**config.mk**
```make
export PLATFORM = sky130hd
export DESIGN_NAME = uvtcs_cfg_regs
export DESIGN_NICKNAME = d
export VERILOG_FILES = /design/src/uvtcs_pkg.sv /design/src/uvtcs_cfg_regs.sv
export SDC_FILE = /design/constraint.sdc
export NUM_CORES = 1
export LEC_CHECK = 0
export BUFFER_PORTS_ARGS = -buffer_cell sky130_fd_sc_hd__buf_4
export CORE_AREA = 2 2 231 233
export DETAILED_ROUTE_END_ITERATION = 12
export DIE_AREA = 0 0 233 235
export SLEW_MARGIN = 20
export SYNTH_ARGS = -nofsm -noshare
export SYNTH_HDL_FRONTEND = slang
export SYNTH_SLANG_ARGS = --single-unit
```
**constraint.sdc**
```tcl
create_clock -name i_clk -period 9.1 [get_ports i_clk]
set_input_delay 1.82 -clock i_clk [delete_from_list [all_inputs] [get_ports i_clk]]
set_output_delay 1.82 -clock i_clk [all_outputs]
set_load 0.05 [all_outputs]
```
**src/uvtcs_pkg.sv**
```systemverilog
// Package: shared types, constants and helpers of the uv transform and clip block.
`default_nettype none
package uvtcs_pkg;

    localparam int FRAC_BITS_DEF = 16;
    localparam int NUM_REGS      = 8;
    localparam int ADDR_W        = 6;
    localparam int DATA_W        = 64;
    localparam int NUM_LANES     = 3;

    localparam logic [2:0] REG_INV_SCALE = 3'd0;
    localparam logic [2:0] REG_SCALE_PIV = 3'd1;
    localparam logic [2:0] REG_ROT_PIV   = 3'd2;
    localparam logic [2:0] REG_COS_SIN   = 3'd3;
    localparam logic [2:0] REG_SHIFT     = 3'd4;
    localparam logic [2:0] REG_U_LIM     = 3'd5;
    localparam logic [2:0] REG_V_LIM     = 3'd6;
    localparam logic [2:0] REG_MODE      = 3'd7;

    typedef enum logic [1:0] {
        OP_NONE,
        OP_S,
        OP_R,
        OP_T
    } t_op;

    typedef struct packed {
        logic signed [31:0] u;
        logic signed [31:0] v;
    } t_pt;

    // lane 0: coordinate, lane 1: scale pivot, lane 2: rotation pivot
    typedef t_pt [NUM_LANES-1:0] t_lanes;

    typedef struct packed {
        t_lanes      lanes;
        logic [63:0] in_color;
        logic [63:0] out_color;
    } t_item;

    typedef struct packed {
        logic signed [31:0] ku;
        logic signed [31:0] kv;
        logic signed [31:0] tu;
        logic signed [31:0] tv;
        logic signed [31:0] c;
        logic signed [31:0] s;
        logic signed [31:0] umin;
        logic signed [31:0] umax;
        logic signed [31:0] vmin;
        logic signed [31:0] vmax;
        t_pt                spiv;
        t_pt                rpiv;
        logic [3:0]         mode;
    } t_cfg;

    function automatic logic signed [31:0] sat32(input logic signed [63:0] x);
        logic signed [31:0] r;
        if (x > 64'sh0000_0000_7FFF_FFFF) begin
            r = 32'sh7FFF_FFFF;
        end else if (x < -64'sh0000_0000_8000_0000) begin
            r = 32'sh8000_0000;
        end else begin
            r = x[31:0];
        end
        return r;
    endfunction

    // operation at a pipeline position for a given order
    function automatic t_op stage_op(input logic [2:0] order, input logic [1:0] pos);
        t_op r;
        r = OP_NONE;
        case (order)
            3'd0: r = (pos == 2'd0) ? OP_S : (pos == 2'd1) ? OP_R : OP_T;
            3'd1: r = (pos == 2'd0) ? OP_S : (pos == 2'd1) ? OP_T : OP_R;
            3'd2: r = (pos == 2'd0) ? OP_R : (pos == 2'd1) ? OP_S : OP_T;
            3'd3: r = (pos == 2'd0) ? OP_R : (pos == 2'd1) ? OP_T : OP_S;
            3'd4: r = (pos == 2'd0) ? OP_T : (pos == 2'd1) ? OP_S : OP_R;
            3'd5: r = (pos == 2'd0) ? OP_T : (pos == 2'd1) ? OP_R : OP_S;
            default: r = OP_NONE;
        endcase
        return r;
    endfunction

endpackage
`default_nettype wire

```
**src/uvtcs_cfg_regs.sv**
```systemverilog
// Configuration register file with APB-style write and read port.
`default_nettype none
module uvtcs_cfg_regs #(
    parameter int FRAC_BITS = uvtcs_pkg::FRAC_BITS_DEF
) (
    input  wire                         i_clk,
    input  wire                         i_rst_n,
    input  wire                         i_psel,
    input  wire                         i_penable,
    input  wire                         i_pwrite,
    input  wire [uvtcs_pkg::ADDR_W-1:0] i_paddr,
    input  wire [uvtcs_pkg::DATA_W-1:0] i_pwdata,
    output logic [uvtcs_pkg::DATA_W-1:0] o_prdata,
    output logic                        o_pready,
    output uvtcs_pkg::t_cfg             o_cfg
);
    localparam logic [31:0] ONE  = 32'(1) << FRAC_BITS;
    localparam logic [31:0] HALF = ONE >> 1;

    logic [63:0] r_regs [uvtcs_pkg::NUM_REGS-1];
    logic [3:0]  r_mode;
    logic [2:0]  idx;
    logic        wr;

    assign idx      = i_paddr[5:3];
    assign wr       = i_psel & i_penable & i_pwrite;
    assign o_pready = 1'b1;

    always_ff @(posedge i_clk) begin
        if (!i_rst_n) begin
            r_regs[uvtcs_pkg::REG_INV_SCALE] <= {ONE, ONE};
            r_regs[uvtcs_pkg::REG_SCALE_PIV] <= {HALF, HALF};
            r_regs[uvtcs_pkg::REG_ROT_PIV]   <= {HALF, HALF};
            r_regs[uvtcs_pkg::REG_COS_SIN]   <= {ONE, 32'd0};
            r_regs[uvtcs_pkg::REG_SHIFT]     <= 64'd0;
            r_regs[uvtcs_pkg::REG_U_LIM]     <= {32'd0, ONE};
            r_regs[uvtcs_pkg::REG_V_LIM]     <= {32'd0, ONE};
            r_mode                           <= 4'd0;
        end else if (wr) begin
            if (idx == uvtcs_pkg::REG_MODE) begin
                r_mode <= i_pwdata[3:0];
            end else begin
                r_regs[idx] <= i_pwdata;
            end
        end
    end

    always_comb begin
        if (idx == uvtcs_pkg::REG_MODE) begin
            o_prdata = {60'd0, r_mode};
        end else begin
            o_prdata = r_regs[idx];
        end
    end

    always_comb begin
        o_cfg.ku     = r_regs[uvtcs_pkg::REG_INV_SCALE][63:32];
        o_cfg.kv     = r_regs[uvtcs_pkg::REG_INV_SCALE][31:0];
        o_cfg.spiv.u = r_regs[uvtcs_pkg::REG_SCALE_PIV][63:32];
        o_cfg.spiv.v = r_regs[uvtcs_pkg::REG_SCALE_PIV][31:0];
        o_cfg.rpiv.u = r_regs[uvtcs_pkg::REG_ROT_PIV][63:32];
        o_cfg.rpiv.v = r_regs[uvtcs_pkg::REG_ROT_PIV][31:0];
        o_cfg.c      = r_regs[uvtcs_pkg::REG_COS_SIN][63:32];
        o_cfg.s      = r_regs[uvtcs_pkg::REG_COS_SIN][31:0];
        o_cfg.tu     = r_regs[uvtcs_pkg::REG_SHIFT][63:32];
        o_cfg.tv     = r_regs[uvtcs_pkg::REG_SHIFT][31:0];
        o_cfg.umin   = r_regs[uvtcs_pkg::REG_U_LIM][63:32];
        o_cfg.umax   = r_regs[uvtcs_pkg::REG_U_LIM][31:0];
        o_cfg.vmin   = r_regs[uvtcs_pkg::REG_V_LIM][63:32];
        o_cfg.vmax   = r_regs[uvtcs_pkg::REG_V_LIM][31:0];
        o_cfg.mode   = r_mode;
    end
endmodule
`default_nettype wire

```
==> Flow_metrics.wiki <==
{| class="wikitable"
! Metric !! Value
|-
| Clock tree buffer depth || 3
|-
| Synthesized net count || between 1500 and 2000
|-
| Endpoint class of the critical path || output pin
|-
| End of the worst hold path || r_regs[6][59]
|-
| Global router's overall resource usage || between 20% and 30%
|-
| Layout net count || between 2000 and 2500
|-
| First-pass GRT wire length || 113.8 mm
|-
| RSZ-0062 raised after global routing || no
|-
| Commonest cells after routing, fill and taps aside || sky130_fd_sc_hd__buf_4, sky130_fd_sc_hd__edfxtp_1, sky130_fd_sc_hd__nor2_1
|-
| Top cell type's share of synthesized area || a little under three fifths
|-
| Cell Rows || 84
|-
| Slowest cell on the critical path || sky130_fd_sc_hd__buf_4
|-
| Final hold viol count || 0
|-
| Number of iterations in the first detailed-routing pass || 7
|-
| Met1 track demand over resource in global routing || a little under two fifths
|-
| Dominant register cell in the synthesized netlist || sky130_fd_sc_hd__edfxtp_1
|-
| Final Util || around half
|-
| Most common library cell in the layout ignoring fill and taps || sky130_fd_sc_hd__buf_4
|-
| Min-delay worst type || reg2reg
|-
| Sum of routed wire length over all layers || 81.30 mm
|-
| Min cycle time layout || 6752 ps
|-
| Number of input and output port buffers inserted || ~590
|-
| Die X || 233 um
|-
| Arrival @ worst endpoint || 4930 ps
|-
| Count of distinct cell types in the synthesized netlist || 44
|-
| Switching pwr || 0.001684 W
|-
| Per-cell routed wire length || about 28 um
|-
| Synthesis-stage register bit count || between 400 and 500
|-
| Fraction of power consumed by combinational cells || 19.8%
|-
| Maximum achievable frequency || 148.1 MHz
|-
| Power per Cell Area || 205.1 nW/um^2
|-
| Overall power of the completed layout || around 0.0055 W
|-
| Core box area || between 50000 and 60000 um^2
|-
| Clock latency on the worst-skew pair || approximately 570 ps
|-
| RR Startpoint || r_regs[6][48]
|-
| Cell breakdown of the critical path || buf_6, buf_4, and2b_1, a221oi_1, a221oi_1, buf_4
|-
| Clock Pin Slew Worst Setup and Hold Paths || about 60 ps
|-
| Final GP Congestion || approximately 0.83
|-
| Total clock sinks || 452
|-
| Sequential area share after synthesis || around 64%
|-
| Area enclosed by the die boundary || between 50000 and 60000 um^2
|-
| Worst vdd rail ir drop || between 0.15 and 0.2 mV
|-
| Setup Fix Bufs, Post-CTS || 0
|-
| Largest net degree at the start of global routing || between 70 and 80
|-
| Crit path max-delay family || buffers and inverters
|-
| Relative contribution of sequential cells to total power || ~44%
|-
| Count of nets left with antenna violations after detail routing || 0
|-
| Hold path cells || 2
|-
| # Max-Cap Violations || 0
|-
| Detail Placement HPWL || 52.78 mm
|-
| Initial antenna violation count || 3
|-
| Met2 track demand over resource in global routing || a little under half
|-
| Critical path class || in2out
|-
| Peak per-stage delay on the critical path || ~800 ps
|-
| Mean number of vias per cell || approximately 5.5
|-
| Largest cells by area after synthesis || sky130_fd_sc_hd__edfxtp_1, sky130_fd_sc_hd__mux2i_1, sky130_fd_sc_hd__dfxtp_1
|-
| Clock network power share || 35.9%
|-
| Critical path buffers and inverters || 3
|-
| Type of origin of the critical path || primary input
|-
| Cts hold-fix bufs || 0
|-
| Final clock period utilization by the worst path || around three quarters
|-
| Number of synthesized flops with an enable pin || ~380
|-
| Warnings from Yosys || 0
|-
| Count of vias placed by the detailed router || 15871
|-
| Origin of the worst min-delay path || r_regs[6][59]
|-
| Tightest slew margin relative to the limit || between 20 and 25%
|-
| Summed area of non-filler cells in the final layout || around 27000 um^2
|-
| Capture point of the worst reg-to-reg path || r_regs[6][48]
|-
| Number of setup violations in the final report || 0
|-
| Req. time, crit path || ~7300 ps
|-
| GR Util met3 || under 10%
|-
| Drt first-iter violations || around 1300
|-
| Gr busiest metal || met2
|-
| Boundary Pins || 592
|-
| Layout overhead on the synthesized area || 32.73%
|-
| Number of cells on the worst reg-to-reg path || 2
|-
| Static power due to leakage || a little over 10 nW
|-
| Final Skew || 0 ps
|-
| Internal Dissipation || between 0.003 and 0.004 W
|-
| Fill cell instance count of the final layout || about 4600
|-
| Library cell occupying the most area in the post-synthesis netlist || sky130_fd_sc_hd__edfxtp_1
|-
| Reg2Reg Setup Slack || 8350 ps
|-
| Final number of max-transition violations || 0
|-
| Sw Share || 30.77%
|-
| Die extent in y || 235 um
|-
| Post-Synthesis Mean Instance Area || between 10 and 15 um^2
|-
| Starting density of the core || around two fifths
|-
| Mapped Cells || roughly 1600
|-
| Post-detailed-route DRC marker count || 0
|-
| Area of the mapped netlist || 20100 um^2
|-
| Total Neg Setup Slack || 0 ps
|-
| CTS tree || built
|-
| Run status || complete, no violations
|-
| Number of clock buffers inserted by TritonCTS || 49
|-
| Total cell area at the placement stage || about 25000 um^2
|-
| Async set or reset register ratio after synthesis || 0%
|-
| Pin slew with the least headroom to its limit || 1139 ps
|-
| H-tree lvl count || 2
|-
| Total gr overflow || 0
|-
| Via count of the first global-routing pass || roughly 16000
|-
| Largest driver fanout on the critical path || 78
|-
| Post-cts resize count || 0
|-
| Layout cell share with drive strength beyond 1 || 35.83%
|-
| CTS root buffer || sky130_fd_sc_hd__clkbuf_16
|}
## logic make-up after synthesis
group	count (synthesis)	share of synthesized area, %
muxes	220	11.81
DFF	452	64.14
buffers and inverters	132	3.473
AOI/OAI and AO/OA	147	5.913
other	1	0.01866
and+or+nand+nor	651	14.64
## worst max path at each step
stage	startpoint	endpoint	cells past startpoint
2_1_floorplan	i_paddr[4]	r_regs[0][0]	6
3_3_place_gp	i_paddr[4]	o_prdata[48]	6
3_5_place_dp	i_paddr[4]	o_prdata[13]	6
4_1_cts	i_paddr[4]	o_prdata[13]	6
5_1_grt	i_paddr[4]	o_prdata[13]	6
6_report	i_paddr[4]	o_prdata[13]	6
## state kept, by name, summed over array words and instances (netlist names)
| register | cells |
|---|---|
| r_regs | 448 |
| r_mode | 4 |
## worst min-delay path, cell delays in order (launching register included)
cell	delay, ps
sky130_fd_sc_hd__dfxtp_1	320
sky130_fd_sc_hd__nand2_1	50
sky130_fd_sc_hd__mux2i_1	50
## metal layers
metal	part of all wire, %	vias to the layer above	routed length, um
li1	-	6927	-
met2	48	770	38720
met5	0	-	0
met4	3.3	0	2716
met3	9.1	147	7380
met1	40	8027	32480
## cell usage after synthesis (6+ instances only)
library cell / n
sky130_fd_sc_hd__buf_4: 13
sky130_fd_sc_hd__o22ai_1: 32
sky130_fd_sc_hd__clkbuf_1: 49
sky130_fd_sc_hd__o32ai_1: 16
sky130_fd_sc_hd__a221oi_1: 85
sky130_fd_sc_hd__and3_1: 6
sky130_fd_sc_hd__nand2_1: 210
sky130_fd_sc_hd__o21ai_0: 6
sky130_fd_sc_hd__dfxtp_1: 68
sky130_fd_sc_hd__mux2_2: 58
sky130_fd_sc_hd__buf_6: 12
sky130_fd_sc_hd__nor2_1: 245
sky130_fd_sc_hd__and2_1: 129
sky130_fd_sc_hd__clkbuf_2: 8
sky130_fd_sc_hd__mux2i_1: 154
sky130_fd_sc_hd__edfxtp_1: 384
sky130_fd_sc_hd__nor3_1: 19
sky130_fd_sc_hd__mux4_2: 8
sky130_fd_sc_hd__nor2b_1: 20
sky130_fd_sc_hd__buf_2: 40
## power groups by stage
| stage | clock network, W | logic [W] | registers (W) |
|---|---|---|---|
| 5_1_grt | 0.00208 | 0.00112 | 0.00243 |
| 2_1_floorplan | 0 | 0.000328 | 0.00282 |
| 4_1_cts | 0.00199 | 0.00109 | 0.00242 |
| 6_report | 0.00197 | 0.00108 | 0.00242 |
| 3_5_place_dp | 0 | 0.00108 | 0.00247 |
| 3_3_place_gp | 0 | 0.00108 | 0.00246 |
## stage by stage
stage	hold slack, ps	worst slack (ps)	cells
after global routing	485.2	2219	2877
after detailed placement	462.1	2450	2787
after CTS	470.1	2439	2876
final	472.0	2348	2877
after floorplan	679.9	1458	1603
after global placement	457.9	2585	2787
## layout make-up
| type | count | area, um^2 | area share, % |
|---|---|---|---|
| multi-input cells | 1019 | 6648 | 24.92 |
| clock inverters | 17 | 160.2 | 0.6003 |
| well taps | 688 | 860.8 | 3.227 |
| clock buffers | 72 | 1413 | 5.295 |
| diodes | 1 | 2.502 | 0.009380 |
| flip-flops and latches | 452 | 12890 | 48.32 |
| repair buffers | 622 | 4681 | 17.54 |
| inverters | 6 | 22.52 | 0.08442 |
Power figures use the tool's default switching activity.
