<file path="src/uvtcs_pkg.sv">
// Package: shared types, constants and helpers of the uv transform and clip block.
`default_nettype none
package uvtcs_pkg;

    localparam int FRAC_BITS_DEF = 16;
    localparam int NUM_REGS      = 8;
    localparam int ADDR_W        = 6;
    localparam int DATA_W        = 64;
    localparam int NUM_LANES     = 3;

    localparam logic [2:0] REG_INV_SCALE = 3'd0;
    localparam logic [2:0] REG_SCALE_PIV = 3'd1;
    localparam logic [2:0] REG_ROT_PIV   = 3'd2;
    localparam logic [2:0] REG_COS_SIN   = 3'd3;
    localparam logic [2:0] REG_SHIFT     = 3'd4;
    localparam logic [2:0] REG_U_LIM     = 3'd5;
    localparam logic [2:0] REG_V_LIM     = 3'd6;
    localparam logic [2:0] REG_MODE      = 3'd7;

    typedef enum logic [1:0] {
        OP_NONE,
        OP_S,
        OP_R,
        OP_T
    } t_op;

    typedef struct packed {
        logic signed [31:0] u;
        logic signed [31:0] v;
    } t_pt;

    // lane 0: coordinate, lane 1: scale pivot, lane 2: rotation pivot
    typedef t_pt [NUM_LANES-1:0] t_lanes;

    typedef struct packed {
        t_lanes      lanes;
        logic [63:0] in_color;
        logic [63:0] out_color;
    } t_item;

    typedef struct packed {
        logic signed [31:0] ku;
        logic signed [31:0] kv;
        logic signed [31:0] tu;
        logic signed [31:0] tv;
        logic signed [31:0] c;
        logic signed [31:0] s;
        logic signed [31:0] umin;
        logic signed [31:0] umax;
        logic signed [31:0] vmin;
        logic signed [31:0] vmax;
        t_pt                spiv;
        t_pt                rpiv;
        logic [3:0]         mode;
    } t_cfg;

    function automatic logic signed [31:0] sat32(input logic signed [63:0] x);
        logic signed [31:0] r;
        if (x > 64'sh0000_0000_7FFF_FFFF) begin
            r = 32'sh7FFF_FFFF;
        end else if (x < -64'sh0000_0000_8000_0000) begin
            r = 32'sh8000_0000;
        end else begin
            r = x[31:0];
        end
        return r;
    endfunction

    // operation at a pipeline position for a given order
    function automatic t_op stage_op(input logic [2:0] order, input logic [1:0] pos);
        t_op r;
        r = OP_NONE;
        case (order)
            3'd0: r = (pos == 2'd0) ? OP_S : (pos == 2'd1) ? OP_R : OP_T;
            3'd1: r = (pos == 2'd0) ? OP_S : (pos == 2'd1) ? OP_T : OP_R;
            3'd2: r = (pos == 2'd0) ? OP_R : (pos == 2'd1) ? OP_S : OP_T;
            3'd3: r = (pos == 2'd0) ? OP_R : (pos == 2'd1) ? OP_T : OP_S;
            3'd4: r = (pos == 2'd0) ? OP_T : (pos == 2'd1) ? OP_S : OP_R;
            3'd5: r = (pos == 2'd0) ? OP_T : (pos == 2'd1) ? OP_R : OP_S;
            default: r = OP_NONE;
        endcase
        return r;
    endfunction

endpackage
`default_nettype wire

</file>
<file path="src/uvtcs_clip_stage.sv">
// Range test and color selection into the output register.
`default_nettype none
module uvtcs_clip_stage (
    input  wire              i_clk,
    input  wire              i_rst_n,
    input  wire              i_adv,
    input  uvtcs_pkg::t_cfg  i_cfg,
    input  wire              i_valid,
    input  uvtcs_pkg::t_item i_item,
    output logic             o_valid,
    output logic [63:0]      o_color,
    output logic             o_clipped
);
    logic        r_valid;
    logic [63:0] r_color;
    logic        r_clip;
    logic        n_clip;

    always_comb begin
        n_clip = (i_item.lanes[0].u < i_cfg.umin) || (i_item.lanes[0].u > i_cfg.umax) ||
                 (i_item.lanes[0].v < i_cfg.vmin) || (i_item.lanes[0].v > i_cfg.vmax);
    end

    always_ff @(posedge i_clk) begin
        if (!i_rst_n) begin
            r_valid <= 1'b0;
        end else if (i_adv) begin
            r_valid <= i_valid;
        end
    end

    always_ff @(posedge i_clk) begin
        if (i_adv) begin
            r_clip  <= n_clip;
            r_color <= n_clip ? i_item.out_color : i_item.in_color;
        end
    end

    assign o_valid   = r_valid;
    assign o_color   = r_color;
    assign o_clipped = r_clip;
endmodule
`default_nettype wire

</file>
<file path="config.mk">
export PLATFORM = sky130hd
export DESIGN_NAME = uvtcs_clip_stage
export DESIGN_NICKNAME = d
export VERILOG_FILES = /design/src/uvtcs_pkg.sv /design/src/uvtcs_clip_stage.sv
export SDC_FILE = /design/constraint.sdc
export NUM_CORES = 1
export LEC_CHECK = 0
export CAP_MARGIN = 30
export CORE_AREA = 5 5 324 326
export DETAILED_ROUTE_END_ITERATION = 12
export DIE_AREA = 0 0 329 331
export DONT_BUFFER_PORTS = 1
export GPL_ROUTABILITY_DRIVEN = 0
export PLACE_DENSITY_LB_ADDON = 0.25
export SYNTH_ARGS = -nofsm -noshare
export SYNTH_HDL_FRONTEND = slang
export SYNTH_SLANG_ARGS = --single-unit
</file>
<file path="constraint.sdc">
create_clock -name i_clk -period 5.2 [get_ports i_clk]
set_input_delay 0.52 -clock i_clk [delete_from_list [all_inputs] [get_ports i_clk]]
set_output_delay 0.52 -clock i_clk [all_outputs]
set_load 0.02 [all_outputs]
</file>
==> flow_summary.yaml, run 1 <==
place:
  dp_hpwl_um: 31600
  port_buffers: 0
  placed_area_mm2: 0.00792
pwr:
  p_per_area_mw_per_mm2: 213
  intPower_mw: 1.25
  p_switching_mw: 0.506
  p_comb_share_pct: 21.2
  p_leak_nw: 3.31
  seqPwrFrac_pct: 42.8
  switching_share_pct: 28.7
  pwr-share-clk_pct: 36.0
  peakVddDrop_uv: 133
layout:
  fin_nets: 1502
  drive_above_1_share_pct: 14.2
  final_util_pct: 8.12
  areaGrowthSynthToFinish_pct: 33.7
  final_common_cell: "inv_1"
  fin_area_mm2: 0.00824
  mostFrequentLayoutCells: "inv_1, ha_1, edfxtp_1, mux2_4, a21oi_1"
floorplan:
  io_pins: 842
  dieWidth_um: 329
  die_h_um: 331
  die-area_mm2: 0.109
  num_rows: 117
  initial_core_util_pct: 6.07
  core-area_mm2: 0.101
timing:
  finalHoldViolCount: 0
  slew_headroom_pct: 49.8
  slew_violations: 0
  tightest_slew_ns: 0.749
  max_freq_mhz: 251
  timing.setup.tns_ns: 0
  rsz0062_at_grt: "no"
  skew_ns: 0
  period_share_pct: 76.8
  period_minus_slack_ns: 3.99
  setup_viol: 0
synth:
  avgSynthCellArea_um2: 10.5
  synth_edf_count: 65
  synth.distinct_cells: 43
  synth_simple_gate_area_share_pct: 7.27
  netlist_top_cells_area: "edfxtp_1, ha_1, mux2_4"
  synth_top_area_share_pct: 31.7
  synth_top_family_by_area: "adder cells"
  synth_flop_cell: "edfxtp_1"
  syn-cell-area_mm2: 0.00616
  synth_xor_area_share_pct: 0.284
  synthAdderAreaFrac_pct: 25.6
  synth_area_leader_cell: "edfxtp_1"
  synthArstFlopShare_pct: 0
  ys_warn_count: 0
  syn_nets: 1489
  synthCells: 587
  seq_area_frac_synth_pct: 32.0
  synth-seq-cells: 66
  synth_compound_area_share_pct: 10.8
  synthMuxAreaShare_pct: 14.8
flow_run:
  maxCapViolCount: 0
grt:
  globalRouteMet2Util_pct: 9.55
  grt_max_degree: 67
  track_usage_pct: 5.81
  grt_pass1_wl_um: 42000
  busiest_layer: "met2"
  antenna_found_initial: 25
  grt_pass1_vias: 4733
  grt_util_met3_pct: 3.63
  grt_util_met1_pct: 6.52
  gr-total-overflow: 0
routing:
  finalWirelength_um: 34000
  first_pass_iters: 4
  vias: 4473
  ant_nets: 0
  drt_iter0_drc: 132
  drc: 0
  viasPerCell: 2.26
  wl_per_cell_um: 17.1
clock_network:
  path_clk_slew_ns: 0.06
  clock-root-buffer: "clkbuf_16"
  cts_tree: "built"
  ctsHoldBuffers: 0
  clkLatencyLatePin_ns: 0.33
  numCtsBuffers: 9
  cts_max_path_buffers: 2
  cts_resized: 0
  cts_sinks: 66
  htreeDepth: 3
  cts_setup_buffers: 0
setup_path:
  path_buf_inv: 4
  cp-end-kind: "flop"
  worstPathArrival_ns: 4.07
  cp_cell_sequence: "inv_1 > ha_1 > nand4_1 > nor3_1 > o41ai_1 > buf_2 > a31oi_1 > xor2_1 > a211oi_4 > buf_12 > buf_12 > mux2_2"
  crit_slowest_cell: "a31oi_1"
  critPathRequiredTime_ns: 5.28
  critPathMaxStageDelay_ns: 0.62
  crit_fanout: 25
  cp_common_cell: "buf_12"
  worst_setup_path_start_kind: "input pin"
  cp_top_family: "compound AO/OA/AOI/OAI gates"
  critPathKind: "input pin to flop"
outcome:
  status: "complete, no violations"
min_path:
  hold_path.class: "input pin to flop"
==> power by group through the flow <==
stage,registers [mW],logic [mW],clock network [mW]
6_report,0.754,0.372,0.633
5_1_grt,0.756,0.429,0.681
4_1_cts,0.756,0.386,0.663
3_5_place_dp,0.766,0.383,0
3_3_place_gp,0.769,0.375,0
2_1_floorplan,0.744,0.274,0
==> synthesized netlist by cell type, types with 3 or more instances <==
master / count
a211oi_1: 7
ha_1: 126
a21oi_1: 44
mux2_4: 49
nor2b_1: 5
a21o_1: 15
buf_6: 6
and4_1: 7
mux2_2: 15
inv_1: 132
nand2_1: 23
nor3_1: 5
nor4_1: 3
o21ai_0: 17
nor2_1: 7
o22ai_1: 4
edfxtp_1: 65
nand4_1: 17
o21a_1: 5
nand3_1: 7
==> layout make-up <==
type                    instances  area (um2)
flip-flops and latches         66        1970
clock buffers                  11         233
clock inverters                 4        67.6
repair buffers                  9         103
fillers                     11800       93200
well taps                    1368        1710
diodes                         10        25.0
multi-input cells             382        3630
inverters                     132         495
==> routing by layer <==
layer	up-vias	wire, um
met4	12	452
met2	261	15900
li1	2147	-
met5	-	87
met3	40	4400
met1	2013	13100
==> kinds of logic after synthesis <==
| family | count (synthesis) |
|---|---|
| AND/OR/NAND/NOR | 82 |
| AO/OA/AOI/OAI | 107 |
| XOR/XNOR | 2 |
| buffers and inverters | 139 |
| flip-flops | 66 |
| adder cells (fa/ha/maj) | 126 |
| multiplexers | 65 |
==> sequential cells by signal, summed over array words and instances, names as in the netlist <==
register and flops:
o_color 64, o_valid 1, o_clipped 1
==> worst paths after layout <==
check	end	cells past startpoint	start	slack (ns)
max	o_color[5]	12	i_cfg[177]	1.21
min	o_valid	1	i_rst_n	0.33
max reg2reg	o_valid	2	o_valid	4.30
min reg2reg	o_valid	2	o_valid	0.74
==> stage by stage <==
step | power, mW | hold WS, ns | cells | setup slack (ns)
after floorplan | 1.02 | 0.589 | 587 | 1.93
after global placement | 1.14 | 0.666 | 1955 | 0.665
after detailed placement | 1.15 | 0.667 | 1957 | 0.664
after CTS | 1.81 | 0.300 | 1972 | 1.03
after global routing | 1.87 | 0.295 | 1972 | 0.975
final | 1.76 | 0.326 | 1982 | 1.21
Power figures use the tool's default switching activity.
==> run 2, diff against run 1 <==
- ABC_AREA: not set -> 1
- CORE_AREA: 5 5 324 326 -> 5 5 326 328
- DIE_AREA: 0 0 329 331 -> 0 0 331 333
- clock period: 5.2 -> 3.5 ns (I/O delays scaled with it)
==> run 2 against run 1 <==
Synthesized cell count rose by 43%. Clock power rose by 66%. Sequential power rose by 54%. Critical path type unchanged. Highest routed layer unchanged.
==> flow_summary.yaml, run 2 <==
setup_path:
  path_buf_inv: 6
  critPathRequiredTime_ns: 3.61
  cp_num_cells: 18
  cp-end-kind: "flop"
  cp_cell_sequence: "inv_1 > ha_1 > nand2_1 > nor2_1 > nor3b_2 > inv_2 > nor3_2 > buf_4 > nand2_1 > nand3_1 > nand2_1 > buf_12 > nor2_4 > nand2_4 > buf_12 > buf_12 > nand2_1 > nand2_1"
  worst_setup_path_start_kind: "input pin"
  crit_slowest_cell: "ha_1"
  cp_common_cell: "nand2_1"
  critPathKind: "input pin to flop"
  cp_top_family: "simple AND/OR/NAND/NOR gates"
  rr_worst_depth: 2
  critPathMaxStageDelay_ns: 0.28
  crit_fanout: 21
  worstPathArrival_ns: 2.83
timing:
  rsz0062_at_grt: "no"
  slew_headroom_pct: 67.9
  timing.setup.tns_ns: 0
  skew_ns: 0
  period_share_pct: 77.7
  max_freq_mhz: 368
  finalHoldViolCount: 0
  tightest_slew_ns: 0.482
  period_minus_slack_ns: 2.72
  slew_violations: 0
  setup_viol: 0
  layout_setup_ws_ns: 0.781
layout:
  drive_above_1_share_pct: 5.82
  final_common_cell: "nand2_1"
  fin_nets: 1756
  largest_reg_flops: 64
  final_util_pct: 8.32
  areaGrowthSynthToFinish_pct: 34.5
  mostFrequentLayoutCells: "nand2_1, inv_1, ha_1, nand3_1, edfxtp_1"
min_path:
  hold_depth: 0
  hold_path.class: "input pin to flop"
floorplan:
  num_rows: 118
  initial_core_util_pct: 6.19
  io_pins: 842
  die-area_mm2: 0.110
  core-area_mm2: 0.103
  dieWidth_um: 331
  die_h_um: 333
synth:
  syn_nets: 1741
  synth.distinct_cells: 23
  seq_area_frac_synth_pct: 31.0
  syn-cell-area_mm2: 0.00637
  avgSynthCellArea_um2: 7.59
  synth.most_common_cell: "nand2_1"
  synthTopCellsByCount: "nand2_1, inv_1, ha_1"
  synth_flop_cell: "edfxtp_1"
  synth-seq-cells: 66
  synth_top_area_share_pct: 30.6
  synthCells: 839
  synth_edf_count: 65
  synth_area_leader_cell: "edfxtp_1"
  netlist_top_cells_area: "edfxtp_1, ha_1, nand2_1"
  ys_warn_count: 0
  synthArstFlopShare_pct: 0
clock_network:
  cts_resized: 0
  clock-root-buffer: "clkbuf_16"
  path_clk_slew_ns: 0.07
  htreeDepth: 3
  cts_sinks: 66
  cts_tree: "built"
  cts_setup_buffers: 0
  numCtsBuffers: 9
  clkLatencyLatePin_ns: 0.36
  cts_max_path_buffers: 2
  ctsHoldBuffers: 0
grt:
  gr-total-overflow: 0
  antenna_found_initial: 17
  track_usage_pct: 6.64
  grt_pass1_vias: 5883
  grt_max_degree: 68
  grt_pass1_wl_um: 49000
routing:
  ant_nets: 0
  first_pass_iters: 5
  vias: 5594
  viasPerCell: 2.49
  finalWirelength_um: 38000
  drc: 0
  wl_per_cell_um: 16.9
  drt_iter0_drc: 231
pwr:
  peakVddDrop_uv: 208
  p_comb_share_pct: 24.5
  p_leak_nw: 3.90
  p_switching_mw: 1.04
  p_per_area_mw_per_mm2: 341
  intPower_mw: 1.88
  pwr-share-clk_pct: 35.9
  switching_share_pct: 35.5
  seqPwrFrac_pct: 39.7
flow_run:
  maxCapViolCount: 0
outcome:
  status: "complete, no violations"
place:
  port_buffers: 0
  dp_hpwl_um: 34500
  place_worst_setup_slack_ns: 0.332
==> run 2: worst paths after layout <==
check	startpoint	endpoint	slack [ns]
max	i_cfg[195]	o_color[36]	0.78
min	i_adv	o_color[59]	0.11
max reg2reg	o_valid	o_valid	2.72
min reg2reg	o_valid	o_valid	0.69
==> run 2: worst reg2reg max path: cells and delay by family (launching register included) <==
kind,cells,cell delay [ns]
AOI/OAI and AO/OA,2,0.27
DFF,1,0.45
==> run 2: routing by layer <==
metal | wire (um) | share of wire [%] | GRT usage, % | vias to the layer above
li1 | - | - | - | 2772
met3 | 4230 | 11 | 3.42 | 33
met4 | 275 | 0.72 | 0.828 | 10
met1 | 15000 | 40 | 7.61 | 2486
met2 | 18400 | 48 | 11.4 | 293
met5 | 69 | 0.18 | 0 | -
==> run 2: cells by family (layout without fill, tap and decap cells) <==
| logic type | count (synthesis) | count (layout) | synth area share, % |
|---|---|---|---|
| AOI/OAI and AO/OA | 83 | 83 | 6.88 |
| adders and majority gates | 126 | 126 | 24.8 |
| buffers and inverters | 180 | 200 | 12.2 |
| DFF | 66 | 66 | 31.0 |
| other | 0 | 5 | 0 |
| and+or+nand+nor | 384 | 384 | 25.2 |
==> run 2: power groups by stage <==
stage               registers [mW]  logic [mW]  clock network, mW
floorplan                     1.13       0.472                  0
global placement              1.19       0.730                  0
detailed placement            1.19       0.743                  0
CTS                           1.17       0.747               1.11
global route                  1.17       0.836               1.13
finish                        1.16       0.715               1.05
==> run 2: layout make-up <==
type | instances | area [um2]
Clock inverter | 7 | 100
Sequential cell | 66 | 1970
Fill cell | 12100 | 94300
Multi-Input combinational cell | 593 | 3630
Timing Repair Buffer | 25 | 300
Inverter | 159 | 597
Tap cell | 1380 | 1730
Antenna cell | 5 | 12.5
Clock buffer | 9 | 225
==> run 2: stage by stage <==
stage	hold slack (ns)	power [mW]	instance area [um2]	std cells
finish	0.105	2.92	8560	2244
CTS	0.0858	3.02	8550	2239
floorplan	0.443	1.60	6370	839
detailed placement	0.480	1.93	8230	2223
global route	0.0736	3.13	8550	2239
global placement	0.481	1.92	8230	2223
==> run 3, diff against run 2 <==
- CORE_AREA: 5 5 326 328 -> 5 5 320 322
- DIE_AREA: 0 0 331 333 -> 0 0 325 327
- clock period: 3.5 -> 2.7 ns (I/O delays scaled with it)
==> run 3 against run 2 <==
Via count up 0.48%. Highest routed layer unchanged. Clock power up 9.5%. Combinational power up 27%. Final area down 0.10%. Non-clock buffer count up 21. Worst setup slack worse by 0.54 ns.
==> flow_summary.yaml, run 3 (same netlist as run 2, synthesis figures left out) <==
clock_network:
  cts_resized: 0
  cts_tree: "built"
  numCtsBuffers: 9
  cts_max_path_buffers: 2
  htreeDepth: 3
  clkLatencyLatePin_ns: 0.35
  ctsHoldBuffers: 0
  cts_sinks: 66
  cts_setup_buffers: 0
  path_clk_slew_ns: 0.06
  clock-root-buffer: "clkbuf_16"
layout:
  final_cells: 2185
  fillerInstances: 11700
  fin_nets: 1777
  regArea_mm2: 0.00197
  largest_reg_flops: 64
  areaGrowthSynthToFinish_pct: 34.3
  drive_above_1_share_pct: 8.86
  final_util_pct: 8.62
  multiInputGateArea_mm2: 0.00366
  mostFrequentLayoutCells: "nand2_1, inv_1, ha_1, nand3_1, edfxtp_1"
  final_common_cell: "nand2_1"
grt:
  antenna_found_initial: 26
  gr-total-overflow: 0
  grt_pass1_wl_um: 49300
  grt_pass1_vias: 5857
  track_usage_pct: 6.78
  grt_max_degree: 68
timing:
  timing.setup.tns_ns: 0
  rsz0062_at_grt: "no"
  finalHoldViolCount: 0
  max_freq_mhz: 407
  slew_headroom_pct: 73.0
  holdWs_ns: 0.0488
  period_minus_slack_ns: 2.46
  period_share_pct: 90.9
  slew_violations: 0
  setup_viol: 0
  tightest_slew_ns: 0.403
  skew_ns: 0
floorplan:
  initial_core_util_pct: 6.42
  dieWidth_um: 325
  io_pins: 842
  num_rows: 116
  die-area_mm2: 0.106
  die_h_um: 327
  core-area_mm2: 0.0993
min_path:
  hold_depth: 2
  hold_path.class: "input pin to flop"
pwr:
  p_leak_nw: 3.94
  peakVddDrop_uv: 235
  p_per_area_mw_per_mm2: 416
setup_path:
  worstPathArrival_ns: 2.56
  crit_fanout: 49
  critPathKind: "input pin to flop"
  critPathRequiredTime_ns: 2.81
  worst_setup_path_start_kind: "input pin"
  cp-end-kind: "flop"
  rr_worst_depth: 2
routing:
  wl_per_cell_um: 17.2
  finalWirelength_um: 37500
  viasPerCell: 2.57
  drc: 0
  first_pass_iters: 4
  drt_iter0_drc: 231
  vias: 5621
  ant_nets: 0
place:
  dpl.cell_count: 2162
  port_buffers: 0
  dp_hpwl_um: 33800
flow_run:
  maxCapViolCount: 0
outcome:
  status: "complete, no violations"
## run 3: per-stage QoR
step	instance area, um2	worst slack (ns)	total power [mW]
floorplan	6370	0.601	2.08
global placement	8230	-0.275	2.44
detailed placement	8230	-0.270	2.45
CTS	8500	0.0958	3.63
global route	8540	0.0190	3.81
finish	8560	0.245	3.56
## run 3: area by class of cell
type,count,area share (%)
Antenna cell,7,0.205
Clock inverter,6,0.497
Inverter,159,7.02
Clock buffer,10,2.68
Tap cell,1298,19.0
Sequential cell,66,23.0
Multi-Input combinational cell,593,42.8
Timing Repair Buffer,46,4.77
## run 3: path summary, 6_finish.rpt
kind / startpoint / to / slack (ns)
worst max-delay path: i_cfg[149] / o_color[26] / 0.24
worst min-delay path: i_valid / o_valid / 0.05
worst max register to register: o_valid / o_valid / 1.90
worst min register to register: o_valid / o_valid / 0.68
## run 3: metal layers
metal / part of all wire, % / vias to the layer above / GRT usage [%]
li1: - / 2815 / -
met1: 37 / 2488 / 7.19
met2: 47 / 252 / 11.3
met3: 14 / 42 / 4.72
met4: 1.2 / 24 / 1.10
met5: 0.46 / - / 0
## run 3: critical path: stages
cell     delay, ns
inv_1         0.06
buf_12        0.14
ha_1          0.29
nand4_1       0.33
nor3b_2       0.28
buf_4         0.13
nand2_1       0.06
nand2_1       0.06
nand2_1       0.04
nand3_1       0.07
nand2_1       0.07
inv_2         0.09
nand2_2       0.08
buf_12        0.18
buf_4         0.17
nand2_1       0.05
buf_4         0.09
nand2_1       0.04
## run 3: power by group
group / internal [mW] / switching (mW) / leakage [nW] / total, mW
clock network: 0.625 / 0.525 / 0.129 / 1.15
logic: 0.345 / 0.563 / 3.16 / 0.908
registers: 1.28 / 0.223 / 0.644 / 1.50
total: 2.25 / 1.31 / 3.94 / 3.56
